[src/design/lkvc_pkg.sv]
// Shared constants, types and codes for the LRU key/value cache.
// Used by lkvc_ctrl, lkvc_datapath and lru_key_value_cache.
package lkvc_pkg;

    localparam int MAX_ENTRIES = 16;
    localparam int KEY_W       = 32;
    localparam int DATA_W      = 32;
    localparam int CFG_W       = 5;
    localparam int IDX_W       = (MAX_ENTRIES > 1) ? $clog2(MAX_ENTRIES) : 1;
    localparam int OCC_W       = $clog2(MAX_ENTRIES + 1);
    localparam int CMP_W       = (OCC_W > CFG_W) ? OCC_W : CFG_W;

    localparam logic [CFG_W-1:0]  CAP_RESET = CFG_W'(16);
    localparam logic              CMD_GET   = 1'b0;
    localparam logic              CMD_SET   = 1'b1;
    localparam logic [DATA_W-1:0] READ_MISS = '1;

    typedef enum logic [1:0] {
        ST_IDLE,
        ST_LOOKUP,
        ST_UPDATE
    } state_t;

    // controller to datapath
    typedef struct packed {
        logic load_in;
        logic lookup;
        logic update;
        logic load_out;
    } dp_cmd_t;

    // datapath to controller
    typedef struct packed {
        logic req_get;
    } dp_status_t;

endpackage

[src/design/lkvc_ctrl.sv]
// Sequencer for the LRU cache: input/output handshakes and lookup/update steps.
// Depends on lkvc_pkg.
module lkvc_ctrl (
    input  logic                 clk,
    input  logic                 rst_n,
    input  logic                 in_valid,
    output logic                 in_stall,
    output logic                 out_valid,
    input  logic                 out_stall,
    input  lkvc_pkg::dp_status_t status,
    output lkvc_pkg::dp_cmd_t    cmd
);
    import lkvc_pkg::*;

    state_t state_reg;
    state_t state_next;
    logic   out_valid_reg;
    logic   out_valid_next;
    logic   out_busy;
    logic   upd_go;
    logic   accept;

    // a get may not finish while the previous result is still held
    assign out_busy = out_valid_reg && out_stall;
    assign upd_go   = !(status.req_get && out_busy);
    assign in_stall = !((state_reg == ST_IDLE) || ((state_reg == ST_UPDATE) && upd_go));
    assign accept   = in_valid && !in_stall;

    always_comb
    begin
        state_next = state_reg;
        unique case (state_reg)
            ST_IDLE:
            begin
                if (accept)
                begin
                    state_next = ST_LOOKUP;
                end
            end
            ST_LOOKUP:
            begin
                state_next = ST_UPDATE;
            end
            ST_UPDATE:
            begin
                if (upd_go)
                begin
                    state_next = accept ? ST_LOOKUP : ST_IDLE;
                end
            end
            default:
            begin
                state_next = ST_IDLE;
            end
        endcase
    end

    always_comb
    begin
        cmd          = '0;
        cmd.load_in  = accept;
        unique case (state_reg)
            ST_IDLE:
            begin
            end
            ST_LOOKUP:
            begin
                cmd.lookup = 1'b1;
            end
            ST_UPDATE:
            begin
                cmd.update   = upd_go;
                cmd.load_out = upd_go && status.req_get;
            end
            default:
            begin
            end
        endcase
    end

    always_comb
    begin
        out_valid_next = out_valid_reg;
        if (cmd.load_out)
        begin
            out_valid_next = 1'b1;
        end
        else if (out_valid_reg && !out_stall)
        begin
            out_valid_next = 1'b0;
        end
    end

    always_ff @(posedge clk or negedge rst_n)
    begin
        if (!rst_n)
        begin
            state_reg     <= ST_IDLE;
            out_valid_reg <= 1'b0;
        end
        else
        begin
            state_reg     <= state_next;
            out_valid_reg <= out_valid_next;
        end
    end

    assign out_valid = out_valid_reg;

endmodule

[src/design/lkvc_datapath.sv]
// Entry store, parallel key compare, recency ranks and result register.
// Depends on lkvc_pkg; driven by lkvc_ctrl.
module lkvc_datapath (
    input  logic                        clk,
    input  logic                        rst_n,
    input  lkvc_pkg::dp_cmd_t           cmd,
    output lkvc_pkg::dp_status_t        status,
    input  logic                        cfg_we,
    input  logic [lkvc_pkg::CFG_W-1:0]  cfg_data,
    input  logic                        command,
    input  logic [lkvc_pkg::KEY_W-1:0]  key,
    input  logic [lkvc_pkg::DATA_W-1:0] value,
    output logic                        hit,
    output logic [lkvc_pkg::DATA_W-1:0] read_value
);
    import lkvc_pkg::*;

    logic [KEY_W-1:0]  keys_reg   [MAX_ENTRIES];
    logic [DATA_W-1:0] values_reg [MAX_ENTRIES];
    logic [IDX_W-1:0]  ranks_reg  [MAX_ENTRIES];
    logic [MAX_ENTRIES-1:0] valid_reg;
    logic [OCC_W-1:0]  occ_reg;
    logic [CFG_W-1:0]  cap_reg;

    logic              req_cmd_reg;
    logic [KEY_W-1:0]  req_key_reg;
    logic [DATA_W-1:0] req_value_reg;

    logic              lk_hit_reg;
    logic              lk_insert_reg;
    logic [IDX_W-1:0]  lk_slot_reg;
    logic [OCC_W-1:0]  lk_rank_reg;

    logic              hit_reg;
    logic [DATA_W-1:0] read_value_reg;

    logic              lk_hit;
    logic [IDX_W-1:0]  hit_slot;
    logic [IDX_W-1:0]  hit_rank;
    logic [IDX_W-1:0]  lru_slot;
    logic [IDX_W-1:0]  free_slot;
    logic [OCC_W-1:0]  occ_last;
    logic [CMP_W-1:0]  eff_cap;
    logic              room;
    logic              is_set;
    logic              touch;

    assign occ_last = occ_reg - OCC_W'(1);
    assign is_set   = (req_cmd_reg == CMD_SET);
    assign touch    = cmd.update && (is_set || lk_hit_reg);
    assign status.req_get = (req_cmd_reg == CMD_GET);

    // capacity clamped to 1..MAX_ENTRIES
    always_comb
    begin
        eff_cap = CMP_W'(cap_reg);
        if (eff_cap == '0)
        begin
            eff_cap = CMP_W'(1);
        end
        else if (eff_cap > CMP_W'(MAX_ENTRIES))
        begin
            eff_cap = CMP_W'(MAX_ENTRIES);
        end
    end

    assign room = CMP_W'(occ_reg) < eff_cap;

    // keys are unique among valid entries, so matches are one-hot and OR-encode.
    // The LRU entry is the valid one whose rank is occupancy-1.
    always_comb
    begin
        lk_hit    = 1'b0;
        hit_slot  = '0;
        hit_rank  = '0;
        lru_slot  = '0;
        free_slot = '0;
        for (int i = 0; i < MAX_ENTRIES; i++)
        begin
            if (valid_reg[i] && (keys_reg[i] == req_key_reg))
            begin
                lk_hit   = 1'b1;
                hit_slot = hit_slot | IDX_W'(i);
                hit_rank = hit_rank | ranks_reg[i];
            end
            if (valid_reg[i] && (OCC_W'(ranks_reg[i]) == occ_last))
            begin
                lru_slot = lru_slot | IDX_W'(i);
            end
        end
        for (int i = MAX_ENTRIES - 1; i >= 0; i--)
        begin
            if (!valid_reg[i])
            begin
                free_slot = IDX_W'(i);
            end
        end
    end

    always_ff @(posedge clk)
    begin
        if (cmd.load_in)
        begin
            req_cmd_reg   <= command;
            req_key_reg   <= key;
            req_value_reg <= value;
        end
        if (cmd.lookup)
        begin
            lk_hit_reg    <= lk_hit;
            lk_insert_reg <= !lk_hit && room;
            if (lk_hit)
            begin
                lk_slot_reg <= hit_slot;
                lk_rank_reg <= OCC_W'(hit_rank);
            end
            else if (room)
            begin
                lk_slot_reg <= free_slot;
                lk_rank_reg <= occ_reg;
            end
            else
            begin
                lk_slot_reg <= lru_slot;
                lk_rank_reg <= occ_last;
            end
        end
        if (cmd.load_out)
        begin
            hit_reg        <= lk_hit_reg;
            read_value_reg <= lk_hit_reg ? values_reg[lk_slot_reg] : READ_MISS;
        end
    end

    // entry payload: keys, values and ranks carry no reset
    always_ff @(posedge clk)
    begin
        if (cmd.update && is_set && !lk_hit_reg)
        begin
            keys_reg[lk_slot_reg] <= req_key_reg;
        end
        if (cmd.update && is_set)
        begin
            values_reg[lk_slot_reg] <= req_value_reg;
        end
        for (int j = 0; j < MAX_ENTRIES; j++)
        begin
            if (touch)
            begin
                if (IDX_W'(j) == lk_slot_reg)
                begin
                    ranks_reg[j] <= '0;
                end
                else if (valid_reg[j] && (OCC_W'(ranks_reg[j]) < lk_rank_reg))
                begin
                    ranks_reg[j] <= ranks_reg[j] + IDX_W'(1);
                end
            end
        end
    end

    always_ff @(posedge clk or negedge rst_n)
    begin
        if (!rst_n)
        begin
            valid_reg <= '0;
            occ_reg   <= '0;
            cap_reg   <= CAP_RESET;
        end
        else
        begin
            if (cfg_we)
            begin
                cap_reg <= cfg_data;
            end
            if (cmd.update && is_set && lk_insert_reg)
            begin
                valid_reg[lk_slot_reg] <= 1'b1;
                occ_reg                <= occ_reg + OCC_W'(1);
            end
        end
    end

    assign hit        = hit_reg;
    assign read_value = read_value_reg;

endmodule

[src/design/lru_key_value_cache.sv]
// Top level of the LRU key/value cache: controller, datapath, assertions.
// Depends on lkvc_pkg, lkvc_ctrl and lkvc_datapath.

// Fully associative 16-entry key/value cache with LRU replacement. A get
// (command 0) returns one word: hit and the stored value, or hit clear and
// read_value all ones; a set (command 1) updates or inserts and returns
// nothing. Each item passes a lookup step, the parallel compare of the key
// against all entries, and an update step, the recency-rank update and store
// write; the next item is accepted in the update cycle. A get also holds in
// its update cycle while the previous result waits behind out_stall. The
// result word is loaded into the result register in the get's update step.
// capacity_in_use is written through cfg_data (low 5 bits, reset 16); 0
// behaves as 1, values above 16 as 16. Write it only while the block is idle.
module lru_key_value_cache (
    input  logic                               clk,
    input  logic                               rst_n,
    input  logic                               cfg_valid,
    output logic                               cfg_ready,
    input  logic [lkvc_pkg::CFG_W-1:0]         cfg_data,
    input  logic                               in_valid,
    output logic                               in_stall,
    input  logic                               command,
    input  logic signed [lkvc_pkg::KEY_W-1:0]  key,
    input  logic signed [lkvc_pkg::DATA_W-1:0] value,
    output logic                               out_valid,
    input  logic                               out_stall,
    output logic                               hit,
    output logic signed [lkvc_pkg::DATA_W-1:0] read_value
);
    import lkvc_pkg::*;

    dp_cmd_t    cmd;
    dp_status_t status;
    logic       in_accept;

    assign cfg_ready = 1'b1;
    assign in_accept = in_valid && !in_stall;

    lkvc_ctrl u_ctrl (
        .clk       (clk),
        .rst_n     (rst_n),
        .in_valid  (in_valid),
        .in_stall  (in_stall),
        .out_valid (out_valid),
        .out_stall (out_stall),
        .status    (status),
        .cmd       (cmd)
    );

    lkvc_datapath u_datapath (
        .clk        (clk),
        .rst_n      (rst_n),
        .cmd        (cmd),
        .status     (status),
        .cfg_we     (cfg_valid && cfg_ready),
        .cfg_data   (cfg_data),
        .command    (command),
        .key        (key),
        .value      (value),
        .hit        (hit),
        .read_value (read_value)
    );

    // no new word while the compare step is in flight
    a_no_accept_in_lookup: assert property (@(posedge clk) disable iff (!rst_n)
        cmd.lookup |-> in_stall)
        else $error("input accepted during lookup");

    a_accept_then_lookup: assert property (@(posedge clk) disable iff (!rst_n)
        in_accept |=> cmd.lookup)
        else $error("accepted word not looked up next cycle");

    a_lookup_single: assert property (@(posedge clk) disable iff (!rst_n)
        cmd.lookup |=> !cmd.lookup)
        else $error("lookup repeated");

    // a pending result is never overwritten
    a_no_result_overwrite: assert property (@(posedge clk) disable iff (!rst_n)
        cmd.load_out |-> !(out_valid && out_stall))
        else $error("result register overwritten while held");

endmodule

[config.mk]
export PLATFORM = sky130hd
export DESIGN_NAME = lru_key_value_cache
export DESIGN_NICKNAME = d
export VERILOG_FILES = /design/src/design/lkvc_pkg.sv /design/src/design/lkvc_ctrl.sv /design/src/design/lkvc_datapath.sv /design/src/design/lru_key_value_cache.sv
export SDC_FILE = /design/constraint.sdc
export NUM_CORES = 2
export LEC_CHECK = 0
export BUFFER_PORTS_ARGS = -buffer_cell sky130_fd_sc_hd__buf_4
export CAP_MARGIN = 25
export CORE_MARGIN = 2
export CORE_UTILIZATION = 25
export DETAILED_ROUTE_END_ITERATION = 7
export PLACE_DENSITY_LB_ADDON = 0.25
export SYNTH_ARGS = -nofsm -noshare
export SYNTH_HDL_FRONTEND = slang
export SYNTH_HIERARCHICAL = 1
export SYNTH_SLANG_ARGS = --single-unit
[constraint.sdc]
create_clock -name clk -period 4.05 [get_ports clk]
set_input_delay 0.2025 -clock clk [delete_from_list [all_inputs] [get_ports clk]]
set_output_delay 0.2025 -clock clk [all_outputs]
set_load 0.005 [all_outputs]
After elaboration in Yosys (flattened, before gate mapping) --
Memories as Yosys holds them, arrays and structs flattened. A register that Yosys moved wholly into a read port is not among the register bits. Cells that the tools add are included.
Word-level totals: register bits 106, memory bits (writable) 1088, bits of input ports 75, output and inout bits 36, logic and storage cells 436, memories kept 3
Memory list:
- u_datapath.keys_reg | depth 16, bits a word 32, rd ports 16, clocked after Yosys merged registers in 0, write ports 1, RTL line lkvc_datapath.sv:18 | logic [KEY_W-1:0] keys_reg [MAX_ENTRIES];
- u_datapath.values_reg | depth 16, bits a word 32, rd ports 1, clocked after Yosys merged registers in 1, write ports 1, RTL line lkvc_datapath.sv:19 | logic [DATA_W-1:0] values_reg [MAX_ENTRIES];
- u_datapath.ranks_reg | depth 16, bits a word 4, rd ports 16, clocked after Yosys merged registers in 0, write ports 16, RTL line lkvc_datapath.sv:20 | logic [IDX_W-1:0] ranks_reg [MAX_ENTRIES];
Cells by class: add/subtract/negate cells 18, magnitude comparators 20, equality and inequality tests 50, multiplexer cells 226, bitwise logic cells 33, reductions and logical operators 72
Operator list (number):
- $eq 32x32->1 | 16
- $mux 4 | 67
- $mux 1 | 139
- $lt 4x5->1 | 16
- $eq 4x5->1 | 15
- $add 4x1->4 const B | 16
- $or 4x4->4 | 15
- $logic_and 1x1->1 | 59
- $eq 4x4->1 const A | 8
- $mux 3 | 8
- $eq 3x4->1 const A | 4
- $or 1x1->1 | 16
- $or 16x16->16 | 1
- $mux 5 | 3
- $mux 2 | 7
- $eq 2x4->1 const A | 2
- $logic_not 1->1 | 6
- $pmux 2 s3 | 1
- $add 5x1->5 const B | 1
- $gt 5x5->1 const B | 1
- $logic_not 5->1 | 1
- $lt 4x5->1 const B | 1
- $lt 5x5->1 | 1
- $sub 5x1->5 const B | 1
- 13 further kinds | 14

Logic depth before layout (Yosys ltp) --
An unclocked memory read counts as a cell.
depth after elaboration 35, gate-level depth with buffers 13, mapped depth without buffers 10

Cells and area by module --
The synthesis kept the hierarchy.
By module, submodules not included:
- lkvc_datapath | instances 1, cells an instance 3094, area an instance 52400.3 um2, sequential area each 36596.3 um2
- lkvc_ctrl | instances 1, cells an instance 18, area an instance 173.9 um2, sequential area each 75.1 um2
- lru_key_value_cache | instances 1, cells an instance 2, area an instance 11.3 um2, sequential area each 0.0 um2

Least setup slack after synthesis --
OpenSTA, ideal clock, no wires.
path kind register to register, start register u_ctrl.out_valid_reg, in the netlist u_ctrl/out_valid, end memory u_datapath.keys_reg[12][0], enable pin, library setup time 0.421 ns, data arrival time 3.129 ns, data required time 3.629 ns, setup slack 0.500 ns, stages on the path, launching flop included 7, buffers on the path 2, clock period less this slack 3.550 ns, cells stage by stage dfrtp_1 > a311oi_1 > nand2_1 > or2_2 > clkbuf_1 > clkbuf_1 > nor2_1
RTL lines:
- from (decl) | RTL line lkvc_ctrl.sv:17 | logic out_valid_reg;
- from (signal assigned) | RTL line lkvc_ctrl.sv:104 | out_valid_reg <= out_valid_next;
- to (decl) | RTL line lkvc_datapath.sv:18

Final worst setup path --
start register u_datapath.req_key_reg[9], end register u_datapath.lk_slot_reg[2], data pin
On the way: word-level cells in the longest chain between the ends 19, elaborated cells on any way between the ends 61, those cells by class eq/ne: 16; mux: 29; reduce/logical: 16
Ends and longest elaborated chain:
- from (decl) | RTL line lkvc_datapath.sv:26 | logic [KEY_W-1:0] req_key_reg;
- from (signal assigned) | RTL line lkvc_datapath.sv:105 | req_key_reg <= key;
- $eq 32x32->1 | RTL line lkvc_datapath.sv:80 | if (valid_reg[i] && (keys_reg[i] == req_key_reg))
- $logic_and 1x1->1 | RTL line lkvc_datapath.sv:80
- $mux 1 (16 in series) | RTL line lkvc_datapath.sv:80
- $mux 4 (*) | RTL line lkvc_datapath.sv:112 | if (lk_hit)
- to (signal assigned) | RTL line lkvc_datapath.sv:114 | lk_slot_reg <= hit_slot;
- to (signal assigned) | RTL line lkvc_datapath.sv:119 | lk_slot_reg <= free_slot;
- to (signal assigned) | RTL line lkvc_datapath.sv:124 | lk_slot_reg <= lru_slot;
- to (decl) | RTL line lkvc_datapath.sv:31 | logic [IDX_W-1:0] lk_slot_reg;
Mark *: on every way between the ends. The rest lies on a longest branch, timed or not. A chain may end at the register's enable or synchronous reset.

==> impl_summary.md <==
Status
The run finished with clean final reports.

Logic synthesis
By count the netlist is led by sky130_fd_sc_hd__edfxtp_1 (1,197), sky130_fd_sc_hd__xor2_1 (417), sky130_fd_sc_hd__xnor2_1 (197), sky130_fd_sc_hd__nor4_1 (165), sky130_fd_sc_hd__mux4_2 (160). During synthesis, Yosys emitted a total of 6 warnings. The cell with the most instances after synthesis is sky130_fd_sc_hd__edfxtp_1. The share of synthesized area in the top cell type comes to 68.4%.

In this run, synthesis inferred 1,197 flip-flops with an integrated enable. The sequential fraction of the synthesis area is 69.7%. The mean post-synth cell area is 16.9 um^2.

In this run, synthesis produced a sequential element count of 1,226. The post-synth design cell area is 52,600 um^2. The share of async-settable or async-resettable flops after synthesis is 2.37%. The number of standard cells after synthesis is 3,114.

The total nets after synthesis is 3,259. Yosys attributes the largest share of cell area to sky130_fd_sc_hd__edfxtp_1 (68%), sky130_fd_sc_hd__xor2_1 (6.9%), sky130_fd_sc_hd__mux4_2 (6.9%). The distinct cell type count after synthesis is 62. In the synthesized netlist the dominant register cell turns out to be sky130_fd_sc_hd__edfxtp_1.

The cell taking the most area after synthesis is sky130_fd_sc_hd__edfxtp_1.

Clock network
Post-CTS repair changed the size of 0 cells. The H-tree depth is 4. The total of hold buffers inserted after clock tree synthesis is 77.

The root buffer cell is sky130_fd_sc_hd__clkbuf_16. Clock-pin slew was measured on the worst setup and hold paths at 0.06 ns. The clock sink count is 1,226.

In this run, CTS created clock tree buffers numbering 133. The clock tree from TritonCTS is built. After clock tree synthesis, the setup repair step added 0 buffers. Counting along the longest clock path gives a buffer depth of 3. At the later pin of the worst-skew pair, clock insertion delay measures 0.78 ns.

Route
The violation count after the first detailed-route iteration is 2,361. The routed wire length per instance is 24.1 um. The final wirelength is 153 mm. The routed layout has 28,700 vias.

For this block, wires on met1 add up to 67.1 mm. The met3 layer wire length in the routed design is 6.76 mm. Routed signal wires occupy layers up through met4. After detailed routing, the number of vias per cell comes to 4.52. Once detail routing completed, the nets flagged for antenna violations numbered 0. The detailed-routed wire length on met2 is 74.1 mm. For this run, design rule violations remaining after detail routing come to 0. The detailed-routing iteration count for the pre-antenna-repair pass is 7.

STA
The final count of hold timing violations is 0. Clock skew on the completed layout was measured at 0.0210 ns. In this run the tightest slew margin relative to its limit is 36.2%. The transition time at the pin with the least slew margin is 0.956 ns. Setup violations remaining at the end of the flow were counted as 0. Counting I/O delays and the setup requirement, the final critical path takes 3.43 ns. After routing, the total negative slack on setup checks comes to 0 ns. Setup repair after global routing left no endpoint under its margin. Based on the critical path, the design can be clocked at up to 0.291 GHz. The final-report max-slew violation count is 0. The final critical path takes up 84.7% of the cycle.

Floorplan
The floorplan row count is 168. 111 I/O pins were placed. The die height is 463 um. In this run the horizontal extent of the chip is 463 um. For this configuration, the core starts out at a cell density of 25.1%.

The area of the core is 209,000 um^2. The die outline area is 214,000 um^2.

GRT
The initial antenna violation count was 3. Global routing used 14.0% of the available tracks across all layers. The largest net degree at the start of global routing is 69. The number of global-route vias before repair is 29,500. After global routing the overflow that remains totals 0.

The first-pass GRT wire length is 218 mm.

Placement
The placed cell area is 58,000 um^2. The placed wire-length estimate after detailed placement is 89.4 mm. The number of cells after detailed placement is 6,033. The congestion estimate from routability-driven global placement came to 0.850. Port buffering added 109 buffers.

Cells and area
Excluding fillers, the count of instances in the completed layout stands at 6,349. The ratio of cells with drive above 1 in the final layout is 18.1%. The growth of design area from synthesis to finish is 19.9%.

The finished cells cover 63,100 um^2. The net count of the finished layout is 3,585. The layout has 20,700 filler cells.

Critical path
The number of buffers and inverters on the critical path is 1. On the worst path, the slowest cell contributes a delay of 0.86 ns. The data arrival time of the critical path is 3.92 ns. For the worst setup path, the data required time is 4.54 ns. In this design, the critical path's most frequently occurring cell is sky130_fd_sc_hd__nor4_1. The cell at the slowest stage of the critical path is sky130_fd_sc_hd__edfxtp_1.

Broken down by cell family, the worst path's largest delay share belongs to simple AND/OR/NAND/NOR gates. The maximum fanout along the worst path is 11. Walking the worst path, the cells encountered are buf_4 -> xor2_1 -> nand4bb_1 -> nor4_1 -> nand3_1 -> nand4b_1 -> nor4_1 -> nand2_2 -> mux2i_1. The endpoint class of the critical path is a flop.

The critical path is of the reg -> reg type. The type of element launching the critical path is a flop.

Power
VDD sags by at most 0.460 mV. Summed over all cells, the static leakage comes to 20.1 nW. The total power per unit cell area is 493 nW/um^2.

Flow run
Across the run, the number of max-cap violations was 0.

Hold path
In this run the worst hold path is classified as in -> reg.
-- per-layer routing --
layer | vias to the layer above | GRT usage [%]
met1 | 15000 | 18.3
li1 | 12800 | -
met4 | 0 | 5.05
met5 | - | 0
met2 | 723 | 23.4
met3 | 210 | 2.43
-- power by group --
part           leakage, nW  internal (mW)  switching (mW)  total [mW]
combinational         6.93           1.95            2.37        4.32
clock                 2.08           6.92            5.19        12.1
sequential            11.1           14.2           0.452        14.7
-- per-stage QoR --
step,setup slack [ns],power (mW),hold WS (ns),util [%]
floorplan,0.500,17.6,-0.0931,-
global placement,0.679,19.2,0.227,27.7
detailed placement,0.657,19.2,0.234,27.7
CTS,0.630,31.5,0.0706,30.1
global route,0.457,32.3,0.113,30.1
finish,0.619,31.1,0.139,30.1
-- cells in the final DEF, fill, tap and decap left out, types with 23 or more instances in the layout --
| cell type | n |
|---|---|
| sky130_fd_sc_hd__a21o_1 | 23 |
| sky130_fd_sc_hd__nand3_1 | 66 |
| sky130_fd_sc_hd__clkbuf_1 | 29 |
| sky130_fd_sc_hd__edfxtp_1 | 1197 |
| sky130_fd_sc_hd__nand4_1 | 92 |
| sky130_fd_sc_hd__buf_12 | 45 |
| sky130_fd_sc_hd__nand2_1 | 66 |
| sky130_fd_sc_hd__nand2b_1 | 51 |
| sky130_fd_sc_hd__o21ai_0 | 35 |
| sky130_fd_sc_hd__dlygate4sd3_1 | 76 |
| sky130_fd_sc_hd__xor2_1 | 417 |
| sky130_fd_sc_hd__mux4_2 | 160 |
| sky130_fd_sc_hd__nor2_1 | 94 |
| sky130_fd_sc_hd__clkinv_1 | 26 |
| sky130_fd_sc_hd__nor3_1 | 46 |
| sky130_fd_sc_hd__nor4_1 | 164 |
| sky130_fd_sc_hd__buf_4 | 201 |
| sky130_fd_sc_hd__clkbuf_16 | 134 |
| sky130_fd_sc_hd__dfrtp_1 | 28 |
| sky130_fd_sc_hd__inv_1 | 40 |
| sky130_fd_sc_hd__ha_1 | 70 |
| sky130_fd_sc_hd__a21oi_1 | 26 |
| sky130_fd_sc_hd__xnor2_1 | 197 |
-- layout make-up --
type | instances | area [um^2] | area share (%)
flip-flops and latches | 1226 | 36700 | 58.2
multi-input cells | 1716 | 15200 | 24.2
well taps | 2805 | 3510 | 5.57
repair buffers | 323 | 3200 | 5.07
diodes | 1 | 2.50 | 0.00397
clock buffers | 163 | 3460 | 5.49
inverters | 40 | 150 | 0.238
clock inverters | 75 | 825 | 1.31
-- worst paths after layout --
check                                                from  slack [ns]  depth (start not counted)                   endpoint
max in group asynchronous                           rst_n        3.30                          4    u_datapath/valid_reg[6]
worst max register to register  u_datapath/req_key_reg[9]        0.62                          9  u_datapath/lk_slot_reg[2]
worst min register to register      u_datapath/occ_reg[0]        0.60                          2      u_datapath/occ_reg[0]
min in group asynchronous                           rst_n        0.49                          4           u_ctrl/out_valid
worst min-delay path                               key[1]        0.14                          2  u_datapath/req_key_reg[1]
worst max-delay path            u_datapath/req_key_reg[9]        0.62                          9  u_datapath/lk_slot_reg[2]
-- worst reg2reg max path, cell delays in order (launching register included) --
cell and delay, ns:
sky130_fd_sc_hd__edfxtp_1 0.86, sky130_fd_sc_hd__buf_4 0.34, sky130_fd_sc_hd__xor2_1 0.20, sky130_fd_sc_hd__nand4bb_1 0.15
sky130_fd_sc_hd__nor4_1 0.06, sky130_fd_sc_hd__nand3_1 0.35, sky130_fd_sc_hd__nand4b_1 0.26, sky130_fd_sc_hd__nor4_1 0.46
sky130_fd_sc_hd__nand2_2 0.29, sky130_fd_sc_hd__mux2i_1 0.20
-- cells by family (layout without fill, tap and decap cells) --
logic type / Yosys count / count (layout) / share of synthesized area (%)
flip-flops: 1226 / 1226 / 69.7
AND/OR/NAND/NOR: 685 / 685 / 7.25
XOR/XNOR: 619 / 619 / 10.4
AO/OA/AOI/OAI: 174 / 174 / 2.28
buffers and inverters: 172 / 601 / 1.67
multiplexers: 167 / 167 / 7.00
adder cells (fa/ha/maj): 70 / 70 / 1.67
other: 1 / 2 / 0.00713
(Power assumes the default switching activity.)
